### src/design/dnsm_pkg.sv
// Shared types, constants and elaboration-time functions of the drive noise synthesizer.
`default_nettype none

package dnsm_pkg;

  // Noise generator
  localparam logic [31:0] SEED_RESET = 32'h1234_5678;
  localparam logic [31:0] LCG_ADD    = 32'd1013904223;
  localparam logic signed [25:0] LCG_MUL = 26'sd1664525;

  // Filter coefficients, Q1.15
  localparam logic signed [25:0] WHIR_LP  = 26'sd6226;
  localparam logic signed [25:0] WHIR_HP  = 26'sd31359;
  localparam logic signed [25:0] CRACK_LP = 26'sd13107;
  localparam logic signed [25:0] CRACK_HP = 26'sd30147;

  // Envelope, Q1.24
  localparam logic [24:0] ENV_ONE       = 25'd16777216;
  localparam logic [24:0] ENV_TICK_GATE = 25'd167772;
  localparam logic [24:0] ENV_WHIR_GATE = 25'd16777;

  // Decay curve rates and default lengths
  localparam int unsigned CRACK_K      = 70;
  localparam int unsigned TICK_K       = 35;
  localparam int unsigned CRACK_LENGTH = 353;
  localparam int unsigned TICK_LENGTH  = 265;
  localparam logic [63:0] LOG2E_Q16    = 64'd94548;

  // Register reset values
  localparam logic [14:0] MOTOR_AMP_RESET  = 15'd1800;
  localparam logic [14:0] STEP_AMP_RESET   = 15'd14000;
  localparam logic [14:0] SECTOR_AMP_RESET = 15'd4000;
  localparam logic [15:0] INDEX_PER_RESET  = 16'd551;
  localparam logic [24:0] ATTACK_RESET     = 25'd951;
  localparam logic [24:0] DECAY_RESET      = 25'd476;

  // Register indexes
  localparam logic [2:0] REG_MOTOR_AMP  = 3'd0;
  localparam logic [2:0] REG_STEP_AMP   = 3'd1;
  localparam logic [2:0] REG_SECTOR_AMP = 3'd2;
  localparam logic [2:0] REG_INDEX_PER  = 3'd3;
  localparam logic [2:0] REG_ATTACK     = 3'd4;
  localparam logic [2:0] REG_DECAY      = 3'd5;

  typedef enum logic [1:0] {
    OP_TICK  = 2'd0,
    OP_MOTOR = 2'd1,
    OP_STEP  = 2'd2
  } op_e;

  typedef enum logic [4:0] {
    CMD_NOP,
    CMD_LOAD,
    CMD_MOTOR,
    CMD_STEP,
    CMD_GATE,
    CMD_NOISE_MUL,
    CMD_NOISE_WB,
    CMD_WLP1_MUL,
    CMD_WLP1_WB,
    CMD_WLP2_MUL,
    CMD_WLP2_WB,
    CMD_WHP_MUL,
    CMD_WHP_WB,
    CMD_WAMP_MUL,
    CMD_WENV_MUL,
    CMD_WACC,
    CMD_CLP_MUL,
    CMD_CLP_WB,
    CMD_CHP_MUL,
    CMD_CHP_WB,
    CMD_CAMP_MUL,
    CMD_CDEC_MUL,
    CMD_CACC,
    CMD_TAMP_MUL,
    CMD_TDEC_MUL,
    CMD_TACC,
    CMD_OUT
  } cmd_e;

  typedef struct packed {
    logic whir_act;
    logic crack_act;
    logic tick_act;
    logic out_free;
  } dp_status_t;

  function automatic logic signed [19:0] sat20(input logic signed [25:0] v);
    if (v > 26'sd524287) return 20'sd524287;
    if (v < -26'sd524288) return -20'sd524288;
    return 20'(v);
  endfunction

  // Restoring division, elaboration only
  function automatic logic [63:0] udiv64(input logic [63:0] num, input logic [63:0] den);
    logic [63:0] q;
    logic [63:0] r;
    q = '0;
    r = '0;
    for (int i = 63; i >= 0; i--) begin
      r = {r[62:0], num[i]};
      if (r >= den) begin
        r = r - den;
        q[i] = 1'b1;
      end
    end
    return q;
  endfunction

  function automatic logic [63:0] isqrt64(input logic [63:0] x_in);
    logic [63:0] x;
    logic [63:0] res;
    logic [63:0] b;
    x   = x_in;
    res = '0;
    b   = 64'd1 << 62;
    for (int i = 0; i < 32; i++) begin
      if (b > x) b = b >> 2;
    end
    for (int i = 0; i < 32; i++) begin
      if (b != 0) begin
        if (x >= res + b) begin
          x   = x - (res + b);
          res = (res >> 1) + b;
        end else begin
          res = res >> 1;
        end
        b = b >> 2;
      end
    end
    return res;
  endfunction

  // round(32768 * exp(-k * pos / len)) as 2^(-z) in fixed point
  function automatic logic [15:0] decay_val(input logic [63:0] k, input logic [63:0] pos,
                                            input logic [63:0] len);
    logic [63:0] y;
    logic [63:0] z;
    logic [63:0] n;
    logic [15:0] f;
    logic [63:0] v;
    logic [63:0] root;
    logic [63:0] s;
    y    = udiv64((k * pos) << 16, len);
    z    = (y * LOG2E_Q16) >> 16;
    n    = z >> 16;
    f    = z[15:0];
    v    = 64'd1 << 30;
    root = 64'd1 << 29;
    for (int i = 1; i <= 16; i++) begin
      if (i > 1) root = isqrt64(root << 30);
      if (f[16-i]) v = (v * root) >> 30;
    end
    if (n >= 64'd40) return 16'd0;
    s = 64'd15 + n;
    return 16'((v + (64'd1 << (s - 64'd1))) >> s);
  endfunction

endpackage

`default_nettype wire

### src/design/dnsm_ctrl.sv
// Sequencer of the drive noise synthesizer: walks one tick item through the shared multiplier.
`default_nettype none

module dnsm_ctrl (
  input  wire                   clk_i,
  input  wire                   rst_ni,
  input  wire                   in_valid_i,
  input  wire  [1:0]            op_i,
  input  dnsm_pkg::dp_status_t  status_i,
  output logic                  in_ready_o,
  output dnsm_pkg::cmd_e        cmd_o
);
  import dnsm_pkg::*;

  typedef enum logic [4:0] {
    S_IDLE, S_GATE, S_CHK,
    S_W_NMUL, S_W_NWB, S_W_LP1M, S_W_LP1W, S_W_LP2M, S_W_LP2W,
    S_W_HPM, S_W_HPW, S_W_AMPM, S_W_ENVM, S_W_ACC,
    S_C_NMUL, S_C_NWB, S_C_LPM, S_C_LPW, S_C_HPM, S_C_HPW,
    S_C_AMPM, S_C_DECM, S_C_ACC,
    S_T_NMUL, S_T_NWB, S_T_AMPM, S_T_DECM, S_T_ACC,
    S_OUT
  } state_e;

  state_e state_q, state_d;

  always_comb begin
    state_d    = state_q;
    cmd_o      = CMD_NOP;
    in_ready_o = 1'b0;
    unique case (state_q)
      S_IDLE: begin
        in_ready_o = 1'b1;
        if (in_valid_i) begin
          unique case (op_e'(op_i))
            OP_TICK: begin
              cmd_o   = CMD_LOAD;
              state_d = S_GATE;
            end
            OP_MOTOR: cmd_o = CMD_MOTOR;
            OP_STEP:  cmd_o = CMD_STEP;
            default:  cmd_o = CMD_NOP;
          endcase
        end
      end
      S_GATE: begin
        cmd_o   = CMD_GATE;
        state_d = S_CHK;
      end
      S_CHK: begin
        if (status_i.whir_act)       state_d = S_W_NMUL;
        else if (status_i.crack_act) state_d = S_C_NMUL;
        else if (status_i.tick_act)  state_d = S_T_NMUL;
        else                         state_d = S_OUT;
      end
      S_W_NMUL: begin cmd_o = CMD_NOISE_MUL; state_d = S_W_NWB;  end
      S_W_NWB:  begin cmd_o = CMD_NOISE_WB;  state_d = S_W_LP1M; end
      S_W_LP1M: begin cmd_o = CMD_WLP1_MUL;  state_d = S_W_LP1W; end
      S_W_LP1W: begin cmd_o = CMD_WLP1_WB;   state_d = S_W_LP2M; end
      S_W_LP2M: begin cmd_o = CMD_WLP2_MUL;  state_d = S_W_LP2W; end
      S_W_LP2W: begin cmd_o = CMD_WLP2_WB;   state_d = S_W_HPM;  end
      S_W_HPM:  begin cmd_o = CMD_WHP_MUL;   state_d = S_W_HPW;  end
      S_W_HPW:  begin cmd_o = CMD_WHP_WB;    state_d = S_W_AMPM; end
      S_W_AMPM: begin cmd_o = CMD_WAMP_MUL;  state_d = S_W_ENVM; end
      S_W_ENVM: begin cmd_o = CMD_WENV_MUL;  state_d = S_W_ACC;  end
      S_W_ACC: begin
        cmd_o = CMD_WACC;
        if (status_i.crack_act)     state_d = S_C_NMUL;
        else if (status_i.tick_act) state_d = S_T_NMUL;
        else                        state_d = S_OUT;
      end
      S_C_NMUL: begin cmd_o = CMD_NOISE_MUL; state_d = S_C_NWB;  end
      S_C_NWB:  begin cmd_o = CMD_NOISE_WB;  state_d = S_C_LPM;  end
      S_C_LPM:  begin cmd_o = CMD_CLP_MUL;   state_d = S_C_LPW;  end
      S_C_LPW:  begin cmd_o = CMD_CLP_WB;    state_d = S_C_HPM;  end
      S_C_HPM:  begin cmd_o = CMD_CHP_MUL;   state_d = S_C_HPW;  end
      S_C_HPW:  begin cmd_o = CMD_CHP_WB;    state_d = S_C_AMPM; end
      S_C_AMPM: begin cmd_o = CMD_CAMP_MUL;  state_d = S_C_DECM; end
      S_C_DECM: begin cmd_o = CMD_CDEC_MUL;  state_d = S_C_ACC;  end
      S_C_ACC: begin
        cmd_o   = CMD_CACC;
        state_d = status_i.tick_act ? S_T_NMUL : S_OUT;
      end
      S_T_NMUL: begin cmd_o = CMD_NOISE_MUL; state_d = S_T_NWB;  end
      S_T_NWB:  begin cmd_o = CMD_NOISE_WB;  state_d = S_T_AMPM; end
      S_T_AMPM: begin cmd_o = CMD_TAMP_MUL;  state_d = S_T_DECM; end
      S_T_DECM: begin cmd_o = CMD_TDEC_MUL;  state_d = S_T_ACC;  end
      S_T_ACC:  begin cmd_o = CMD_TACC;      state_d = S_OUT;    end
      S_OUT: begin
        if (status_i.out_free) begin
          cmd_o   = CMD_OUT;
          state_d = S_IDLE;
        end
      end
      default: state_d = S_IDLE;
    endcase
  end

  always_ff @(posedge clk_i or negedge rst_ni) begin
    if (!rst_ni) begin
      state_q <= S_IDLE;
    end else begin
      state_q <= state_d;
    end
  end

endmodule

`default_nettype wire

### config.mk
export PLATFORM = sky130hd
export DESIGN_NAME = dnsm_ctrl
export DESIGN_NICKNAME = d
export VERILOG_FILES = /design/src/design/dnsm_pkg.sv /design/src/design/dnsm_ctrl.sv
export SDC_FILE = /design/constraint.sdc
export NUM_CORES = 1
export LEC_CHECK = 0
export BUFFER_PORTS_ARGS = -buffer_cell sky130_fd_sc_hd__buf_2
export CORE_MARGIN = 5
export CORE_UTILIZATION = 50
export CTS_CLUSTER_DIAMETER = 80
export DETAILED_ROUTE_END_ITERATION = 10
export PLACE_DENSITY = 0.76
export SYNTH_ARGS = -nofsm -noshare
export SYNTH_HDL_FRONTEND = slang
export SYNTH_SLANG_ARGS = --single-unit
### constraint.sdc
create_clock -name clk_i -period 1.69 [get_ports clk_i]
set_input_delay 0.338 -clock clk_i [delete_from_list [all_inputs] [get_ports clk_i]]
set_output_delay 0.338 -clock clk_i [all_outputs]
set_load 0.005 [all_outputs]
==> impl_metrics.tcl, run 1 <==
set metrics [dict create \
    arrival_ns 1.49 \
    wl_mm 2.395 \
    skew_ns 0.003137 \
    placed_cells 127 \
    rsz0062_at_grt "yes" \
    wl_per_cell_um 16.63 \
    drc 0 \
    n_antenna_cell 0 \
    setup_slack_ns -0.1373 \
    ant_nets 0 \
    synth_top_area_share_pct 17.18 \
    cts.path.max_buffers 2 \
    mostFrequentLayoutCell "buf_4" \
    post-route-min-period_ns 1.827 \
    ys_seq_area_share_pct 17.18 \
    synth_ff_type "dfrtp_1" \
    fin_area_um2 1067 \
    largest-register "state_q" \
    synth_warnings 0 \
    largest_reg_flops 5 \
    final_cell_mix "20 x buf_4, 14 x buf_2, 7 x inv_1" \
    cap_violations 0 \
    hp-class "in -> reg" \
    grt_start_max_net_pins 16 \
    worstMarginPinSlew_ns 0.2584 \
    status "finished with violations" \
    syn_area_um2 728.2 \
    coreArea_um2 1334 \
    end_kind "output pin" \
    initial_utilization_pct 54.60 \
    syn_nets 106 \
    antenna_found_initial 0 \
    stdcell_count 144 \
    top_layer_used "met4" \
    leakage_nw 0.4896 \
    drt_iter0_drc 29 \
    clk_pin_slew_ns 0.04 \
    grt_pass1_vias 855 \
    clock_latency_ns 0.24 \
    critPathRequiredTime_ns 1.35 \
    final.period_utilization_pct 108.1 \
    vias 893 \
    cts.sinks 5 \
    drt_first_pass_iters 4 \
    drt-met1-wl_mm 1.028 \
    top_regs "state_q x5" \
    syn_to_final_growth_pct 46.56 \
    p_per_area_nw_per_um2 2067 \
    yosys.area.top_type "dfrtp_1" \
    dr_wl_met2_mm 1.182 \
    crit_path_cell_trace "buf_12, and4b_1, a31oi_1, o2111ai_2, buf_2" \
    layout-drive-gt1-share_pct 44.96 \
    synth.area.top_cells "dfrtp_1 17%, o21ai_0 4.8%, nor2b_1 4.3%, a21oi_1 4.1%, mux2i_1 4.1%" \
    post-route-util_pct 80.02 \
    syn_inst 96 \
    finalHoldViolations 0 \
    hpwl_mm 1.451 \
    io_buffers 14 \
    viasPerCell 6.201 \
    cpPeakStageDelay_ns 0.44 \
    fmax_mhz 547.3 \
    grt_overflow 0 \
    synth.avg_cell_area_um2 7.585 \
    num-nets-final 140 \
    grt_usage_pct 22.76 \
    holdWs_ns 0.4150 \
    crit_path_start_kind "flop" \
    cts_tree "built" \
    cts_max_level 1 \
    setup_tns_ns -0.2558 \
    row_count 13 \
    postSynth.asyncResetShare_pct 100.0 \
    place_ws_ns 0.01003 \
    grt_pass1_wl_mm 3.712 \
    dpl_cell_area_um2 858.3 \
    path_class "reg -> out" \
    die-height_um 48.16 \
    cts_root_buf "clkbuf_4" \
    violations "setup timing" \
    slew_headroom_pct 82.62 \
    die_w_um 48.16 \
    crit_slowest_cell "dfrtp_2" \
    gp_congestion 0.8599 \
    ys_types 41 \
    setup_violations 4 \
    max-vdd-ir-drop_v 0.001280 \
    io_pins 15 \
    die_area_um2 2319 \
    synth_edf_count 0 \
    wl_met3_um 144 \
    cts_buffers 3 \
    total_power_mw 2.206 \
    drv_slew 0 \
    crit_fanout 11 \
    ys_ff_latch 5 \
]
==> worst max-delay path, delay by kind of cell (launching register included) <==
family | cells | cell delay (ns)
DFF | 1 | 0.44
AOI/OAI and AO/OA | 2 | 0.32
and+or+nand+nor | 1 | 0.18
buffers and inverters | 2 | 0.31
==> synth_stat cells (2+ instances only) <==
| master | instances |
|---|---|
| buf_4 | 3 |
| nand3_1 | 2 |
| nand2_1 | 5 |
| clkbuf_1 | 2 |
| o22ai_1 | 2 |
| nand4_1 | 3 |
| a31oi_1 | 3 |
| buf_2 | 4 |
| o21ai_0 | 7 |
| nor2_1 | 3 |
| a21oi_1 | 6 |
| nand2b_1 | 4 |
| and4b_1 | 2 |
| nor3_1 | 3 |
| o211ai_1 | 3 |
| mux2i_1 | 3 |
| and3b_1 | 2 |
| inv_1 | 7 |
| dfrtp_1 | 5 |
| nor2b_1 | 5 |
| o2111ai_1 | 2 |
==> cells by family (layout without fill, tap and decap cells) <==
| logic type | after synthesis | in the layout | share of synthesized area (%) |
|---|---|---|---|
| simple gates | 36 | 36 | 33.16 |
| compound gates | 34 | 34 | 31.79 |
| buf+inv | 17 | 50 | 12.03 |
| flops | 5 | 5 | 17.18 |
| mux | 3 | 3 | 4.124 |
| fa+ha+maj | 1 | 1 | 1.718 |
==> report_power, final <==
part	switching (mW)	internal [mW]	total, mW
Combinational	0.786	0.930	1.72
Clock	0.0472	0.0891	0.136
Sequential	0.160	0.193	0.353
==> area by class of cell <==
type                       instances  area (um^2)
fill                              96        266.5
clock buffer                       4        26.28
sequential                         5        131.4
timing repair buffer              39        305.3
multi-input combinational         74        559.3
inverter                           7        26.28
tap                               15        18.77
==> worst paths after layout <==
kind | slack [ns] | cells after the start | start | endpoint
min in group asynchronous | 0.46 | 2 | rst_ni | state_q[1]
worst max-delay path | -0.14 | 5 | state_q[3] | cmd_o[1]
worst max register to register | 0.05 | 5 | state_q[2] | state_q[0]
max in group asynchronous | 1.09 | 2 | rst_ni | state_q[4]
worst min register to register | 0.77 | 2 | state_q[1] | state_q[2]
worst min-delay path | 0.42 | 2 | status_i[2] | state_q[4]
==> layer usage <==
layer | global-route usage (%) | vias to the layer above
met5 | 0 | -
met4 | 9.677 | 0
met3 | 4.428 | 4
met2 | 38.80 | 30
met1 | 27.56 | 425
li1 | - | 434
==> repair_timing <==
action / in CTS / in global routing
setup endpoints to repair: 6 / 7
endpoints found under the hold margin: 5 / 0
gates cloned: 1 / 0
buffers inserted: 7 / 4
gates resized for setup: 11 / 9
pin swaps: 2 / 6
hold buffers: 1 / 0
No activity file was read; power rests on OpenSTA's default activity.
==> inputs of run 2 (changes only) <==
Settings changed: SETUP_SLACK_MARGIN set to 0.2.
==> run 2 against run 1 <==
- the flow still finishes with violations (setup timing)
- worst hold slack worse by 0.0015 ns
- fmax is 1.4% lower
- clock power is 9% higher
- largest power group unchanged
==> impl_metrics.tcl, run 2 (synthesis gave the netlist of run 1 again) <==
set metrics [dict create \
    die_area_um2 2319 \
    end_kind "output pin" \
    top_layer_used "met4" \
    top_regs "state_q x5" \
    regToRegSetupSlack_ns 0.14 \
    layout-drive-gt1-share_pct 47.06 \
    fin_area_um2 1129 \
    finalHoldViolations 0 \
    final.period_utilization_pct 109.6 \
    rsz0062_at_grt "yes" \
    wl_per_cell_um 16.65 \
    num-nets-final 147 \
    largest_reg_flops 5 \
    ant_nets 0 \
    largest-register "state_q" \
    holdWs_ns 0.4135 \
    p_switching_mw 1.051 \
    wl_met3_um 99 \
    grt_start_max_net_pins 14 \
    clock_latency_ns 0.26 \
    r2r_end "state_q[0]" \
    post-route-min-period_ns 1.853 \
    cap_violations 0 \
    final_cell_mix "20 x buf_4, 14 x buf_2, 11 x buf_6" \
    dr_wl_met2_mm 1.298 \
    dpl_cell_area_um2 858.3 \
    grt_pass1_vias 869 \
    antenna_found_initial 0 \
    initial_utilization_pct 54.60 \
    drt_iter0_drc 25 \
    viasPerCell 6.252 \
    crit_path_start "state_q[3]" \
    crit_path_start_kind "flop" \
    fmax_mhz 539.6 \
    die_w_um 48.16 \
    critPathRequiredTime_ns 1.35 \
    clk_pin_slew_ns 0.05 \
    coreArea_um2 1334 \
    grt_overflow 0 \
    r2r_start "state_q[2]" \
    hp-class "in -> reg" \
    io_buffers 14 \
    drt-met1-wl_mm 1.057 \
    grt_usage_pct 22.76 \
    setup_slack_ns -0.1631 \
    drt_first_pass_iters 4 \
    cts_max_level 1 \
    skew_ns 0.002856 \
    max-vdd-ir-drop_v 0.001497 \
    drc 0 \
    path_class "reg -> out" \
    gp_congestion 0.9356 \
    p_per_area_nw_per_um2 2061 \
    p_int_mw 1.274 \
    cts_tree "built" \
    cts_root_buf "clkbuf_4" \
    vias 944 \
    slew_headroom_pct 75.18 \
    crit_path_end "cmd_o[0]" \
    leakage_nw 0.5196 \
    mostFrequentLayoutCell "buf_4" \
    io_pins 15 \
    fill_cells 75 \
    p_comb_share_pct 78.6 \
    violations "setup timing" \
    row_count 13 \
    die-height_um 48.16 \
    grt_pass1_wl_mm 3.719 \
    status "finished with violations" \
    hpwl_mm 1.477 \
    clock_power_share_pct 6.4 \
    cts.sinks 5 \
    cts_buffers 3 \
    switching_share_pct 45.20 \
    wl_mm 2.514 \
    setup_violations 6 \
    crit_fanout 8 \
    power.share.sequential_pct 15.0 \
    cts.path.max_buffers 2 \
    drv_slew 0 \
    n_antenna_cell 0 \
    worstMarginPinSlew_ns 0.3716 \
    arrival_ns 1.52 \
    post-route-util_pct 84.62 \
    r2r_cells 6 \
    syn_to_final_growth_pct 54.98 \
]
-- run 2: routing by layer --
metal,vias up,track usage [%]
li1,447,-
met1,452,27.11
met2,34,39.84
met3,11,2.952
met4,0,10.75
met5,-,0
-- run 2: area by class of cell --
class                      count  area, um^2  area share (%)
multi-input combinational     74       574.3           50.89
inverter                       7       26.28           2.328
tap                           15       18.77           1.663
sequential                     5       128.9           11.42
timing repair buffer          46       354.1           31.37
clock buffer                   4       26.28           2.328
-- run 2: worst min-delay path by stage --
stage | start | cells past startpoint | slack (ns) | to
floorplan | rst_ni | 0 | 0.04 | state_q[0]
global placement | rst_ni | 1 | 0.16 | state_q[3]
detailed placement | rst_ni | 1 | 0.16 | state_q[3]
CTS | status_i[2] | 2 | 0.39 | state_q[4]
global route | status_i[2] | 2 | 0.42 | state_q[4]
finish | status_i[2] | 2 | 0.41 | state_q[4]
-- run 2: power by group through the flow --
stage                     Sequential (mW)  Clock (mW)  Combinational (mW)
after floorplan                     0.244           0               0.942
after global placement              0.362           0                1.17
after detailed placement            0.365           0                1.20
after CTS                           0.330       0.145                1.60
after global routing                0.358       0.154                1.95
final                               0.349       0.148                1.83
-- run 2: worst max-delay path, cell delays in order, from the launching register on --
cell	delay (ns)
dfrtp_2	0.48
or3_4	0.42
a21oi_2	0.15
o21ai_1	0.08
buf_2	0.13
-- run 2: through the flow --
step	total power, mW	setup slack (ns)	cells	setup TNS, ns
floorplan	1.186	0.1823	96	0
global placement	1.535	0.03898	128	0
detailed placement	1.565	0.01241	128	0
CTS	2.080	-0.1023	146	-0.3186
global route	2.459	-0.1877	151	-0.7545
finish	2.326	-0.1631	151	-0.5205
-- run 2: what timing repair did --
action | in CTS | in global routing
endpoints found under the setup margin | 9 | 11
pin swaps | 12 | 10
hold buffers | 1 | 0
setup buffers | 13 | 5
hold endpoints to repair | 5 | 0
gates resized for setup | 18 | 11
==> inputs of run 3 (changes only) <==
Settings changed: BUFFER_PORTS_ARGS -buffer_cell sky130_fd_sc_hd__buf_2 to unset, DONT_BUFFER_PORTS set to 1, PLACE_DENSITY 0.76 to 0.67.
==> run 3 against run 2 <==
- critical path depth is the same
- fmax grew 8.9%
- non-clock buffer count shrank 17
- the flow still finishes with violations (setup timing)
- cell count shrank 11%
- largest power group unchanged
- die area is the same
- largest cell class unchanged
- highest routed layer unchanged
- clock power shrank 9%
- combinational power is essentially flat
- utilization shrank 5.2 points
- sequential share of layout area grew 0.98 points
==> impl_metrics.tcl, run 3 (synthesis gave the netlist of run 1 again) <==
set metrics [dict create \
    status "finished with violations" \
    violations "setup timing" \
    mostFrequentLayoutCell "buf_4" \
    die_w_um 48.16 \
    hp-class "in -> reg" \
    crit_path_start_kind "flop" \
    largest-register "state_q" \
    cts.sinks 5 \
    hpwl_mm 1.328 \
    cts_tree "built" \
    grt_pass1_vias 771 \
    layout-drive-gt1-share_pct 42.86 \
    io_buffers 0 \
    max-vdd-ir-drop_v 0.001313 \
    rsz0062_at_grt "yes" \
    largest_reg_flops 5 \
    r2r_start "state_q[2]" \
    syn_to_final_growth_pct 45.53 \
    worstMarginPinSlew_ns 0.2643 \
    coreArea_um2 1334 \
    top_regs "state_q x5" \
    total_power_mw 2.262 \
    antenna_found_initial 0 \
    row_count 13 \
    cts.path.max_buffers 2 \
    cts_buffers 3 \
    setup_slack_ns -0.01165 \
    drc 0 \
    ant_nets 0 \
    p_comb_share_pct 80.0 \
    regToRegSetupSlack_ns 0.06 \
    critPathRequiredTime_ns 1.35 \
    cts_max_level 1 \
    r2r_end "state_q[0]" \
    grt_pass1_wl_mm 3.498 \
    switching_share_pct 46.27 \
    crit_path_start "state_q[3]" \
    drt_iter0_drc 20 \
    post-route-min-period_ns 1.702 \
    final_cell_mix "19 x buf_4, 7 x inv_1, 7 x buf_6" \
    grt_usage_pct 21.73 \
    vias 870 \
    grt_overflow 0 \
    die-height_um 48.16 \
    fmax_mhz 587.7 \
    wl_per_cell_um 17.75 \
    placed_cells 112 \
    r2r_cells 6 \
    cap_violations 0 \
    crit_fanout 16 \
    clock_power_share_pct 5.9 \
    grt_start_max_net_pins 17 \
    path_class "reg -> out" \
    p_switching_mw 1.046 \
    p_int_mw 1.215 \
    die_area_um2 2319 \
    initial_utilization_pct 54.60 \
    wl_mm 2.378 \
    setup_violations 1 \
    holdWs_ns 0.2562 \
    end_kind "output pin" \
    num-nets-final 130 \
    n_antenna_cell 0 \
    viasPerCell 6.493 \
    drt_first_pass_iters 4 \
    slew_headroom_pct 82.34 \
    drv_slew 0 \
    finalHoldViolations 0 \
    cts_root_buf "clkbuf_4" \
    hold_path_depth 1 \
    hold_path_end "state_q[4]" \
    power.share.sequential_pct 14.1 \
    clock_latency_ns 0.24 \
    clk_pin_slew_ns 0.04 \
    skew_ns 0.001362 \
    leakage_nw 0.4547 \
    stdcell_count 134 \
    io_pins 15 \
    min-delay-start "status_i[2]" \
    p_per_area_nw_per_um2 2134 \
    arrival_ns 1.36 \
    gp_congestion 0.8299 \
    final.period_utilization_pct 100.7 \
]
## run 3: layer usage
metal / routed length (um) / GRT usage (%) / share of wire [%]
met1: 993 / 28.06 / 42
met2: 1236 / 36.72 / 52
met3: 119 / 1.107 / 5.0
met4: 28 / 10.22 / 1.2
met5: 0 / 0 / 0
## run 3: cell type report
cell class / instances / area, um^2
clock buffer: 4 / 26.28
fill: 91 / 274.0
inverter: 7 / 26.28
multi-input combinational: 74 / 590.6
sequential: 5 / 131.4
tap: 15 / 18.77
timing repair buffer: 29 / 266.5
## run 3: through the flow
step | TNS (ns) | worst slack (ns) | instance area, um^2 | util (%)
after global routing | -0.1563 | -0.07955 | 1060 | 79.46
final | -0.01165 | -0.01165 | 1060 | 79.46
after floorplan | 0 | 0.1823 | 739.5 | -
after global placement | 0 | 0.1446 | 773.2 | 57.97
after detailed placement | 0 | 0.1023 | 773.2 | 57.97
after CTS | 0 | 0.01109 | 987.2 | 74.02
## run 3: worst max path at each step
stage	cells after the start	end
final	4	cmd_o[1]
after floorplan	4	cmd_o[0]
after detailed placement	3	cmd_o[2]
after global routing	4	cmd_o[1]
after CTS	4	cmd_o[1]
after global placement	3	cmd_o[1]
## run 3: critical path, stage by stage, from the launching register on
cell,delay [ns]
dfrtp_2,0.44
buf_12,0.17
and4b_1,0.20
a31oi_2,0.17
o2111ai_2,0.15
## run 3: power groups by stage
stage / Sequential [mW] / Clock, mW / Combinational, mW
after floorplan: 0.244 / 0 / 0.942
after global placement: 0.331 / 0 / 1.08
after detailed placement: 0.332 / 0 / 1.10
after CTS: 0.308 / 0.141 / 1.55
after global routing: 0.323 / 0.157 / 1.94
final: 0.318 / 0.134 / 1.81
## run 3: timing repair
action | 4_1_cts | 5_1_grt
endpoints found under the setup margin | 7 | 10
hold buffers | 1 | 0
hold endpoints to repair | 5 | 0
resized for setup | 24 | 12
setup buffers | 13 | 4
pin swaps | 9 | 8
